File: src/design/lkv_pkg.sv
`default_nettype none

package lkv_pkg;

   // field widths
   localparam int KEY_BITS   = 32;
   localparam int VALUE_BITS = 32;
   localparam int CAP_BITS   = 5;

   // defaults
   localparam int              ENTRIES_DEFAULT = 16;
   localparam logic [CAP_BITS-1:0] CAPACITY_RESET = CAP_BITS'(16);

   // operation codes
   localparam logic OP_GET = 1'b0;
   localparam logic OP_PUT = 1'b1;

   typedef struct packed {
      logic                         operation;
      logic        [KEY_BITS-1:0]   key;
      logic signed [VALUE_BITS-1:0] write_value;
   } lkv_req_type;

   typedef struct packed {
      logic                         hit;
      logic signed [VALUE_BITS-1:0] read_value;
      logic                         evicted;
      logic        [KEY_BITS-1:0]   evicted_key;
   } lkv_rsp_type;

   // what the lookup decided for the current transaction
   typedef struct packed {
      logic hit;      // key present before this transaction
      logic write;    // slot gets key and value
      logic evict;    // least recent entry replaced in place
      logic insert;   // free slot taken, every other valid entry ages
   } lkv_decision_type;

endpackage

`default_nettype wire

File: src/design/lkv_lookup.sv
`default_nettype none

module lkv_lookup #(
   parameter int ENTRIES = lkv_pkg::ENTRIES_DEFAULT,
   parameter int IDX_W   = 1,
   parameter int RANK_W  = 1
) (
   input  wire logic                         op_put,
   input  wire logic [lkv_pkg::KEY_BITS-1:0] key,
   input  wire logic                         full,
   input  wire logic [RANK_W-1:0]            lru_rank,
   input  wire logic [ENTRIES-1:0]           entry_valid,
   input  wire logic [lkv_pkg::KEY_BITS-1:0] entry_key [ENTRIES],
   input  wire logic [RANK_W-1:0]            entry_rank [ENTRIES],
   output      logic [IDX_W-1:0]             slot,
   output      logic [RANK_W-1:0]            old_rank,
   output      lkv_pkg::lkv_decision_type    decision
);
   import lkv_pkg::*;

   logic [ENTRIES-1:0] match;
   logic [ENTRIES-1:0] victim;
   logic [IDX_W-1:0]   found_idx;
   logic [IDX_W-1:0]   victim_idx;
   logic [IDX_W-1:0]   free_idx;
   logic               any_hit;

   // parallel key compare, the victim holds the oldest rank
   always_comb begin
      found_idx  = '0;
      victim_idx = '0;
      for (int i = 0; i < ENTRIES; i++) begin
         match[i]  = entry_valid[i] && (entry_key[i] == key);
         victim[i] = entry_valid[i] && (entry_rank[i] == lru_rank);
         if (match[i]) begin
            found_idx = found_idx | IDX_W'(i);
         end
         if (victim[i]) begin
            victim_idx = victim_idx | IDX_W'(i);
         end
      end
   end

   // lowest free entry
   always_comb begin
      free_idx = '0;
      for (int i = ENTRIES - 1; i >= 0; i--) begin
         if (!entry_valid[i]) begin
            free_idx = IDX_W'(i);
         end
      end
   end

   assign any_hit = |match;

   always_comb begin
      decision.hit    = any_hit;
      decision.write  = op_put;
      decision.evict  = !any_hit && op_put && full;
      decision.insert = !any_hit && op_put && !full;
      if (any_hit) begin
         slot = found_idx;
      end else if (full) begin
         slot = victim_idx;
      end else begin
         slot = free_idx;
      end
      old_rank = entry_rank[slot];
   end

endmodule

`default_nettype wire

File: src/design/lru_key_value_cache_core.sv
`default_nettype none

// Fully associative key-value cache with least-recently-used replacement.
// A transaction is accepted on a clock edge with start high and busy low;
// busy never rises, so one transaction is taken every cycle. Each transaction
// gives exactly one result, shown on rsp_data with rsp_valid high for one
// cycle, after the transaction has passed the input register and then
// the parallel key compare and the update into the result
// register. Results come out in order and the receiver cannot stall them,
// so it must take every strobe. A get returns hit and the stored value; a
// put overwrites a present key or inserts a new one, and when occupancy has
// reached the capacity register it evicts the least recent entry and reports
// its key. Capacity (clamped to 1..ENTRIES) is written on the csr channel,
// which is always ready; write it only while no transaction is in flight and
// preferably while the store is empty, since entries are never flushed. Reset
// clears all valid marks at once, with no clearing pass.
module lru_key_value_cache_core #(
   parameter int ENTRIES = lkv_pkg::ENTRIES_DEFAULT
) (
   input  wire logic                         clock,
   input  wire logic                         reset,
   // request transactions
   input  wire logic                         start,
   output      logic                         busy,
   input  wire lkv_pkg::lkv_req_type         req_data,
   // result transactions
   output      logic                         rsp_valid,
   output      lkv_pkg::lkv_rsp_type         rsp_data,
   // capacity register
   input  wire logic                         csr_valid,
   output      logic                         csr_ready,
   input  wire logic [lkv_pkg::CAP_BITS-1:0] csr_data
);
   import lkv_pkg::*;

   localparam int IDX_W  = (ENTRIES > 1) ? $clog2(ENTRIES) : 1;
   localparam int RANK_W = IDX_W;
   localparam int OCC_W  = $clog2(ENTRIES + 1);
   localparam int CMP_W  = (OCC_W > CAP_BITS) ? OCC_W : CAP_BITS;

   // capacity register
   logic [CAP_BITS-1:0] cap_ff;
   logic [CMP_W-1:0]    eff_cap;
   logic                full;

   // input stage
   logic        req_vld_ff;
   lkv_req_type req_ff;

   // cache state
   logic [ENTRIES-1:0]    valid_ff, valid_in;
   logic [KEY_BITS-1:0]   key_ff   [ENTRIES];
   logic [VALUE_BITS-1:0] value_ff [ENTRIES];
   logic [RANK_W-1:0]     rank_ff  [ENTRIES];
   logic [RANK_W-1:0]     rank_in  [ENTRIES];
   logic [OCC_W-1:0]      occ_ff, occ_in;
   logic [OCC_W-1:0]      occ_m1;

   // result stage
   logic        rsp_vld_ff;
   lkv_rsp_type rsp_ff, rsp_in;

   // lookup outcome
   logic [IDX_W-1:0]  slot;
   logic [RANK_W-1:0] old_rank;
   lkv_decision_type  decision;

   assign busy      = 1'b0;
   assign csr_ready = 1'b1;

   always_ff @(posedge clock) begin
      if (reset) begin
         cap_ff <= CAPACITY_RESET;
      end else if (csr_valid && csr_ready) begin
         cap_ff <= csr_data;
      end
   end

   // clamp capacity to 1..ENTRIES
   always_comb begin
      if (cap_ff == '0) begin
         eff_cap = CMP_W'(1);
      end else if (CMP_W'(cap_ff) > CMP_W'(ENTRIES)) begin
         eff_cap = CMP_W'(ENTRIES);
      end else begin
         eff_cap = CMP_W'(cap_ff);
      end
      full = CMP_W'(occ_ff) >= eff_cap;
   end

   // input register
   always_ff @(posedge clock) begin
      if (reset) begin
         req_vld_ff <= 1'b0;
      end else begin
         req_vld_ff <= start && !busy;
      end
   end

   always_ff @(posedge clock) begin
      if (start && !busy) begin
         req_ff <= req_data;
      end
   end

   // ranks among valid entries run 0..occupancy-1, so the oldest is occupancy-1
   assign occ_m1 = occ_ff - OCC_W'(1);

   lkv_lookup #(
      .ENTRIES (ENTRIES),
      .IDX_W   (IDX_W),
      .RANK_W  (RANK_W)
   ) u_lookup (
      .op_put      (req_ff.operation == OP_PUT),
      .key         (req_ff.key),
      .full        (full),
      .lru_rank    (occ_m1[RANK_W-1:0]),
      .entry_valid (valid_ff),
      .entry_key   (key_ff),
      .entry_rank  (rank_ff),
      .slot        (slot),
      .old_rank    (old_rank),
      .decision    (decision)
   );

   // recency update: touched slot becomes rank 0, younger entries (all others on an insert) age by one
   always_comb begin
      valid_in = valid_ff;
      occ_in   = occ_ff;
      for (int i = 0; i < ENTRIES; i++) begin
         rank_in[i] = rank_ff[i];
      end
      if (req_vld_ff && (decision.hit || decision.write)) begin
         for (int i = 0; i < ENTRIES; i++) begin
            if ((IDX_W'(i) != slot) && valid_ff[i] &&
                (decision.insert || (rank_ff[i] < old_rank))) begin
               rank_in[i] = rank_ff[i] + RANK_W'(1);
            end
         end
         rank_in[slot] = '0;
         if (decision.insert) begin
            valid_in[slot] = 1'b1;
            occ_in         = occ_ff + OCC_W'(1);
         end
      end
   end

   always_ff @(posedge clock) begin
      if (reset) begin
         valid_ff <= '0;
         occ_ff   <= '0;
         for (int i = 0; i < ENTRIES; i++) begin
            rank_ff[i] <= '0;
         end
      end else begin
         valid_ff <= valid_in;
         occ_ff   <= occ_in;
         for (int i = 0; i < ENTRIES; i++) begin
            rank_ff[i] <= rank_in[i];
         end
      end
   end

   // key and value storage, no reset
   always_ff @(posedge clock) begin
      if (req_vld_ff && decision.write) begin
         value_ff[slot] <= req_ff.write_value;
         if (!decision.hit) begin
            key_ff[slot] <= req_ff.key;
         end
      end
   end

   // result formation
   always_comb begin
      rsp_in.hit         = decision.hit;
      rsp_in.read_value  = '0;
      rsp_in.evicted     = decision.evict;
      rsp_in.evicted_key = '0;
      if (decision.hit && (req_ff.operation == OP_GET)) begin
         rsp_in.read_value = value_ff[slot];
      end
      if (decision.evict) begin
         rsp_in.evicted_key = key_ff[slot];
      end
   end

   // result register
   always_ff @(posedge clock) begin
      if (reset) begin
         rsp_vld_ff <= 1'b0;
      end else begin
         rsp_vld_ff <= req_vld_ff;
      end
   end

   always_ff @(posedge clock) begin
      if (req_vld_ff) begin
         rsp_ff <= rsp_in;
      end
   end

   assign rsp_valid = rsp_vld_ff;
   assign rsp_data  = rsp_ff;

   // occupancy tracks the valid marks
   a_occ_count: assert property (@(posedge clock) disable iff (reset)
      occ_ff == OCC_W'($countones(valid_ff)))
      else $error("occupancy does not match valid entries");

   // every accepted transaction gives a result after the input and result registers
   a_rsp_latency: assert property (@(posedge clock) disable iff (reset)
      (start && !busy) |-> ##2 rsp_valid)
      else $error("result missing after accepted transaction");

   // an eviction only happens on a put that missed
   a_evict_miss: assert property (@(posedge clock) disable iff (reset)
      (req_vld_ff && decision.evict) |=> (rsp_valid && !rsp_data.hit))
      else $error("eviction reported with hit");

   // an insert never happens when all ENTRIES slots are in use, and only into a free slot
   a_insert_room: assert property (@(posedge clock) disable iff (reset)
      (req_vld_ff && decision.insert) |-> (occ_ff < OCC_W'(ENTRIES)) && !valid_ff[slot])
      else $error("insert into occupied slot");

endmodule

`default_nettype wire
File: config.mk
export PLATFORM = sky130hd
export DESIGN_NAME = lru_key_value_cache_core
export DESIGN_NICKNAME = d
export VERILOG_FILES = /design/src/design/lkv_pkg.sv /design/src/design/lkv_lookup.sv /design/src/design/lru_key_value_cache_core.sv
export SDC_FILE = /design/constraint.sdc
export NUM_CORES = 2
export LEC_CHECK = 0
export BUFFER_PORTS_ARGS = -buffer_cell sky130_fd_sc_hd__buf_2
export CAP_MARGIN = 10
export CORE_ASPECT_RATIO = 0.8
export CORE_MARGIN = 10
export CORE_UTILIZATION = 45
export CTS_BUF_LIST = sky130_fd_sc_hd__clkbuf_4
export CTS_CLUSTER_DIAMETER = 40
export DETAILED_ROUTE_END_ITERATION = 8
export PLACE_DENSITY_LB_ADDON = 0.08
export SLEW_MARGIN = 0
export SYNTH_ARGS = -nofsm -noshare
export SYNTH_HDL_FRONTEND = slang
export SYNTH_SLANG_ARGS = --single-unit
export TNS_END_PERCENT = 1
File: constraint.sdc
create_clock -name clock -period 13.28 [get_ports clock]
set_input_delay 3.984 -clock clock [delete_from_list [all_inputs] [get_ports clock]]
set_output_delay 3.984 -clock clock [all_outputs]
set_load 0.02 [all_outputs]
**Yosys cells after proc, flatten, opt, wreduce, memory -nomap -nowiden**

Memory sizes are Yosys's and may differ from the RTL's. A register that Yosys moved wholly into a read port is not among the register bits.
Index checks and enable logic that the tools add are counted.
Widths: inputs -> output; s select.

- Shift-type cells: 0
- $lt $le $gt $ge: 22
- Divide/modulo/power cells: 0
- Multiply operators: 0
- Mux-type cells: 97
- Eq/ne operators: 46
- Reduce and logical (&&, ||, !) cells: 96
- Bitwise operators: 6
- Add/sub/neg operators: 18

Operators by type and width:

| kind | number |
|---|---|
| $bwmux 512 | 1 |
| $eq 32x32->1 | 16 |
| $mux 4 | 69 |
| $bmux 32 s4 | 1 |
| $demux 32 s4 | 1 |
| $mux 32 | 3 |
| $logic_and 1x1->1 | 71 |
| $add 4x1->4 const B | 16 |
| $and 64x64->64 | 1 |
| $lt 4x4->1 | 16 |
| $not 64->64 | 1 |
| $eq 4x4->1 | 15 |
| $ne 4x4->1 const A | 8 |
| $mux 3 | 8 |
| $logic_or 1x1->1 | 17 |
| $bmux 4 s4 | 1 |
| $demux 4 s4 | 1 |
| $ne 3x4->1 const A | 4 |
| $or 16x16->16 | 1 |
| $reduce_or 16->1 | 1 |
| $mux 5 | 2 |
| $mux 2 | 4 |
| $ne 2x4->1 const A | 2 |
| $add 5x1->5 const B | 1 |
| other kinds (16) | 24 |

- Output and inout bits: 69
- Bits in latches: 0
- ROM bits: 0
- Memories: 1
- Word-level logic and storage cells: 329
- Bits in writable memories: 512
- Flip-flop bits (word level): 703

Memory list:

| memory | words | width | read ports | clocked after Yosys merged registers in | write ports | line | text |
|---|---|---|---|---|---|---|---|
| value_ff | 16 | 32 | 1 | 1 | 1 | lru_key_value_cache_core.sv:53 | `logic [VALUE_BITS-1:0] value_ff [ENTRIES];` |

**Longest topological paths before layout**

- Depth after elaboration: 30
- Gate-level depth with buffers: 30
- Depth with buffers taken out: 24

**Hierarchy**

From an unflattened synthesis, not the netlist that was laid out.

- Cells, all modules: 3597
- Area, all modules: 57477.6 um^2

Modules (own cells, without submodules):

| module | sequential area each (um^2) | cells an instance | area an instance (um^2) | instances |
|---|---|---|---|---|
| lru_key_value_cache_core | 36525.0 | 2355 | 48190.0 | 1 |
| lkv_lookup | 0.0 | 1242 | 9287.7 | 1 |

**Worst setup path after synthesis**

No wires, ideal clock.

- Path type: reg-to-reg
- Start: register occ_ff[0]
- End: register rank_ff[27] (netlist name)
- Arrival time: 5.951 ns
- Stages on the path, launching flop included: 31
- Clock period less this slack: 6.066 ns
- Data required time: 13.165 ns
- Library setup time: 0.115 ns
- Setup slack: 7.214 ns
- Path through: dfxtp_1 > buf_4 > buf_1 > inv_1 > ha_1 > clkbuf_1 > buf_2 > xor2_1 > nand4_1 > nor2_1 > a21oi_1 > and4b_1 > nor4b_2 > or2_1 > buf_2 > buf_2 > buf_2 > buf_1 > nand2_1 > nand3_1 > nand3_1 > nand3_1 > nand2_1 > ha_1 > o21a_1 > o21ai_0 > nand2b_1 > a211oi_1 > nand3_1 > xnor2_1 > and2_1

- Longest elaborated chain between the ends: 30

RTL lines:

| element | line | text |
|---|---|---|
| start, declared | lru_key_value_cache_core.sv:56 | `logic [OCC_W-1:0] occ_ff, occ_in;` |
| start signal, assigned | lru_key_value_cache_core.sv:157 | `occ_ff <= occ_in;` |
| $sub 4x1->4 (*) | lru_key_value_cache_core.sv:107 | `assign occ_m1 = occ_ff - OCC_W'(1);` |
| net occ_m1[0] | lru_key_value_cache_core.sv:57 | `logic [OCC_W-1:0] occ_m1;` |
| $eq 4x4->1 | lkv_lookup.sv:34 | `victim[i] = entry_valid[i] && (entry_rank[i] == lru_rank);` |
| $logic_and 1x1->1 | lkv_lookup.sv:34 |  |
| $mux 1 | lkv_lookup.sv:38 | `if (victim[i]) begin` |
| $mux 2 (2 in series) | lkv_lookup.sv:38 |  |
| $mux 3 (4 in series) | lkv_lookup.sv:38 |  |
| $mux 4 (7 in series) | lkv_lookup.sv:38 |  |
| [4 not listed] | n/a |  |
| $bmux 4 s4 | lkv_lookup.sv:68 | `old_rank = entry_rank[slot];` |
| $mux 4 (not written as such) (2 in series) | lkv_lookup.sv:68 |  |
| $lt 4x4->1 | lru_key_value_cache_core.sv:136 | `(decision.insert \|\| (rank_ff[i] < old_rank))) begin` |
| $logic_or 1x1->1 | lru_key_value_cache_core.sv:136 |  |
| $logic_and 1x1->1 | lru_key_value_cache_core.sv:135 | `if ((IDX_W'(i) != slot) && valid_ff[i] &&` |
| $mux 4 | lru_key_value_cache_core.sv:135 |  |
| $mux 4 | lru_key_value_cache_core.sv:133 | `if (req_vld_ff && (decision.hit \|\| decision.write)) begin` |
| $and 64x64->64 (no source line) (*) | n/a |  |
| end signal, assigned by index | lru_key_value_cache_core.sv:159 | `rank_ff[i] <= rank_in[i];` |
| end, declared | lru_key_value_cache_core.sv:54 | `logic [RANK_W-1:0] rank_ff [ENTRIES];` |

The timed path passes the listed nets; every way through them passes the cells marked *. The select of a mux whose other input is x is not followed.
A chain may end at the register's enable or synchronous reset.

**Final worst setup path**

- Start: register req_ff[59] (netlist name)
- End: register rsp_ff (netlist bit rsp_data[29]) (data pin)

- Longest elaborated chain between the ends: 22

RTL lines:

| element | line | text |
|---|---|---|
| start, declared | lru_key_value_cache_core.sv:48 | `lkv_req_type req_ff;` |
| start signal, assigned | lru_key_value_cache_core.sv:102 | `req_ff <= req_data;` |
| $eq 32x32->1 | lkv_lookup.sv:33 | `match[i] = entry_valid[i] && (entry_key[i] == key);` |
| $logic_and 1x1->1 | lkv_lookup.sv:33 |  |
| $mux 1 | lkv_lookup.sv:35 | `if (match[i]) begin` |
| $mux 2 (2 in series) | lkv_lookup.sv:35 |  |
| $mux 3 (4 in series) | lkv_lookup.sv:35 |  |
| $mux 4 (8 in series) | lkv_lookup.sv:35 |  |
| $mux 4 | lkv_lookup.sv:61 | `if (any_hit) begin` |
| $not 4->5 (not written as such) | lru_key_value_cache_core.sv:184 | `rsp_in.evicted_key = key_ff[slot];` |
| $bmux 32 s4 | lru_key_value_cache_core.sv:184 |  |
| $mux 32 (not written as such) (2 in series) | lru_key_value_cache_core.sv:184 |  |
| end signal, assigned | lru_key_value_cache_core.sv:199 | `rsp_ff <= rsp_in;` |
| end, declared | lru_key_value_cache_core.sv:61 | `lkv_rsp_type rsp_ff, rsp_in;` |

Parallel ways exist; a longest one is shown, timed or not. The select of a mux whose other input is x is not followed.

==> metrics.cfg <==
[final_layout]
area.growth.synth_to_final_pct = 10.7
stdcell_area_sq_um = 66500
layout.cells.non_filler = 7593
final_nets = 5768
final.fill_count = 12000
layout-drive-gt1-share_pct = 14.1

[sta]
tightest_slew_ns = 1.48
max_freq_mhz = 121
hold_viol_final = 0
slew_violations = 0
period_needed_ns = 8.25
slew_headroom_pct = 0.497
skew_ns = 0.164
post-route-period-util_pct = 62.2
finalSetupViolations = 0
fin_setup_tns_ns = 0
rsz0062_at_grt = no

[routing]
drt-total-wl_mm = 212
drtAntennaViolNets = 0
wl_per_cell_um = 27.9
drcViolationCount = 0
viasPerCell = 5.96
num_vias = 45300
dr.pass1.iters = 6
drtIter0Drc = 6104

[global_route]
overflow = 0
grt_pass1_vias = 42100
grt_pass1_wl_mm = 303
grt_usage_pct = 27.4
antenna_found_initial = 7
grt_max_degree = 170

[min_path]
hold_class = register to register

[power_and_ir_drop]
pwr-share-seq_pct = 49.6
vdd_drop_max_mv = 0.0996
clock_power_share_pct = 38.2
power_density_nw_per_um2 = 134
p_leak_nw = 23.9
p_sw_share_pct = 28.1
power_mw = 8.90
p_sw_mw = 2.50
comb_power_share_pct = 12.2
intPower_mw = 6.39

[place]
dp_hpwl_mm = 130
place_inst = 7032
dpl-instance-area_sq_um = 62400
routabilityCongestion = 0.944
numPortBuffers = 140

[clock_network]
cts_max_path_buffers = 4
cts_tree = built
clock_latency_ns = 1.38
cts_sinks = 1247
cts_made_buffers = 343
cts_setup_buffers = 0
hold_buffers = 0
clk_pin_slew_ns = 0.06
ctsResizeCount = 0
clockRootBuffer = clkbuf_4
htree_num_levels = 5

[run_status]
outcome = finished, violations left
violations = max-capacitance violations

[synthesis]
syn_area_sq_um = 60100
yosys_warnings = 0
synth_edf_count = 1155
synth-main-ff-cell = edfxtp_1
async_reset_ff_share_pct = 0
ys_ff_latch = 1247
synth-seq-area-share_pct = 60.8
synth_cells = 5377
avgSynthCellArea_sq_um = 11.2
synth_cell_types = 81
synthesis.nets = 5522

[job]
max-cap-violations = 1

[critical_path]
crit_type = register to register
critPathArrivalTime_ns = 9.41
startpoint_type = register
cp_max_fo = 169
worstPathRequired_ns = 14.44
crit_path_end_kind = register

[floorplan]
core-area_sq_um = 132000
fp.dieH_um = 347
die_area_sq_um = 149000
ios = 143
num_rows = 119
die_w_um = 429
start_util_pct = 45.5

layer usage:
metal  track usage (%)  vias up  wire [um]  share of wire (%)
met5                 0        -          0                  0
li1                  -    20100          -                  -
met1              42.3    22300      95800                 45
met4              7.20        0       4310                2.0
met3              7.10      296      24400                 12
met2              37.8     2530      87000                 41
stage by stage:
stage	setup slack, ns	utilization [%]	hold slack [ns]
2_1_floorplan	7.21	-	0.461
3_3_place_gp	5.39	47.3	0.477
3_5_place_dp	5.38	47.3	0.486
4_1_cts	5.31	50.3	0.503
5_1_grt	4.82	50.3	0.528
6_report	5.03	50.4	0.500
placed cells by master (no fill, tap or decap), types with 10 or more instances in the layout:
master	n
a211oi_1	12
a21oi_1	32
a31oi_1	15
and2_1	15
and3_1	91
buf_2	139
buf_4	95
clkbuf_4	493
clkinv_1	43
dfxtp_1	91
diode_2	10
edfxtp_1	1155
ha_1	71
inv_1	26
mux2i_1	45
nand2_1	1166
nand2b_1	48
nand3_1	996
nand4_1	81
nand4b_1	23
nor2_1	58
nor2_4	34
nor3_1	31
nor4_1	182
nor4b_1	14
o211ai_1	11
o21a_1	31
o21ai_0	43
o21ai_1	14
or3_1	18
or4_1	29
xnor2_1	117
xor2_1	464
worst max-delay path, cell delays in order (launching register included):
cell,delay [ns]
edfxtp_1,0.32
buf_4,0.51
xor2_1,0.27
or4_1,0.57
nor4_1,0.28
nand4_1,0.61
o2111ai_2,0.73
nor4b_2,0.14
nor2_4,0.13
buf_4,0.70
buf_4,0.73
buf_12,0.65
buf_4,0.89
nand2_1,0.12
nand3_1,0.18
nand3_1,0.26
nand3_1,0.35
and3_1,0.22
final timing paths:
path	slack (ns)	start	endpoint	cells after the start
setup / recovery	5.03	req_ff[59]	rsp_data[29]	17
hold / removal	0.50	valid_ff[3]	valid_ff[3]	2
setup reg to reg	5.03	req_ff[59]	rsp_data[29]	17
hold reg to reg	0.50	valid_ff[3]	valid_ff[3]	2
state kept, by name, indices dropped and copies added (netlist names):
signal / cells
value_ff: 512
rsp_valid: 1
rsp_data: 66
req_ff: 65
key_ff: 512
occ_ff: 5
req_vld_ff: 1
rank_ff: 64
valid_ff: 16
cap_ff: 5
cell usage after synthesis (44+ instances only):
| cell | instances | area share, % |
|---|---|---|
| and3_1 | 91 | 0.95 |
| buf_2 | 165 | 1.4 |
| buf_4 | 45 | 0.56 |
| clkbuf_1 | 92 | 0.57 |
| dfxtp_1 | 92 | 3.1 |
| edfxtp_1 | 1155 | 58 |
| ha_1 | 71 | 1.5 |
| mux2i_1 | 45 | 0.75 |
| nand2_1 | 1167 | 7.3 |
| nand2b_1 | 48 | 0.50 |
| nand3_1 | 997 | 8.3 |
| nand4_1 | 81 | 0.84 |
| nor2_1 | 92 | 0.57 |
| nor4_1 | 182 | 1.9 |
| o21ai_0 | 44 | 0.37 |
| xnor2_1 | 117 | 1.7 |
| xor2_1 | 464 | 6.8 |
layout make-up:
class                      instances  area, sq um  area share, %
antenna                           10         25.0         0.0376
clock buffer                     493         3700           5.57
clock inverter                    58          340          0.512
inverter                          27          106          0.160
multi-input combinational       3766        22100           33.3
sequential                      1247        36500           54.9
tap                             1754         2190           3.30
timing repair buffer             238         1490           2.24
power by group through the flow:
stage	registers [mW]	logic (mW)	clock network, mW
finish	4.41	1.09	3.40
global route	4.42	1.15	3.68
CTS	4.41	1.06	3.46
detailed placement	4.50	1.06	0
global placement	4.50	1.05	0
floorplan	4.50	0.632	0
cells by family (layout without fill, tap and decap cells):
group,after synthesis,count (layout),synth area share [%]
and+or+nand+nor,2834,2834,22.5
buffers and inverters,364,816,2.96
muxes,45,45,0.750
DFF,1247,1247,60.8
xor gates and xnor gates,592,592,8.85
other,2,12,0.0125
AOI/OAI and AO/OA,222,222,2.62
adders and majority gates,71,71,1.48
No activity file was read; power rests on OpenSTA's default activity.
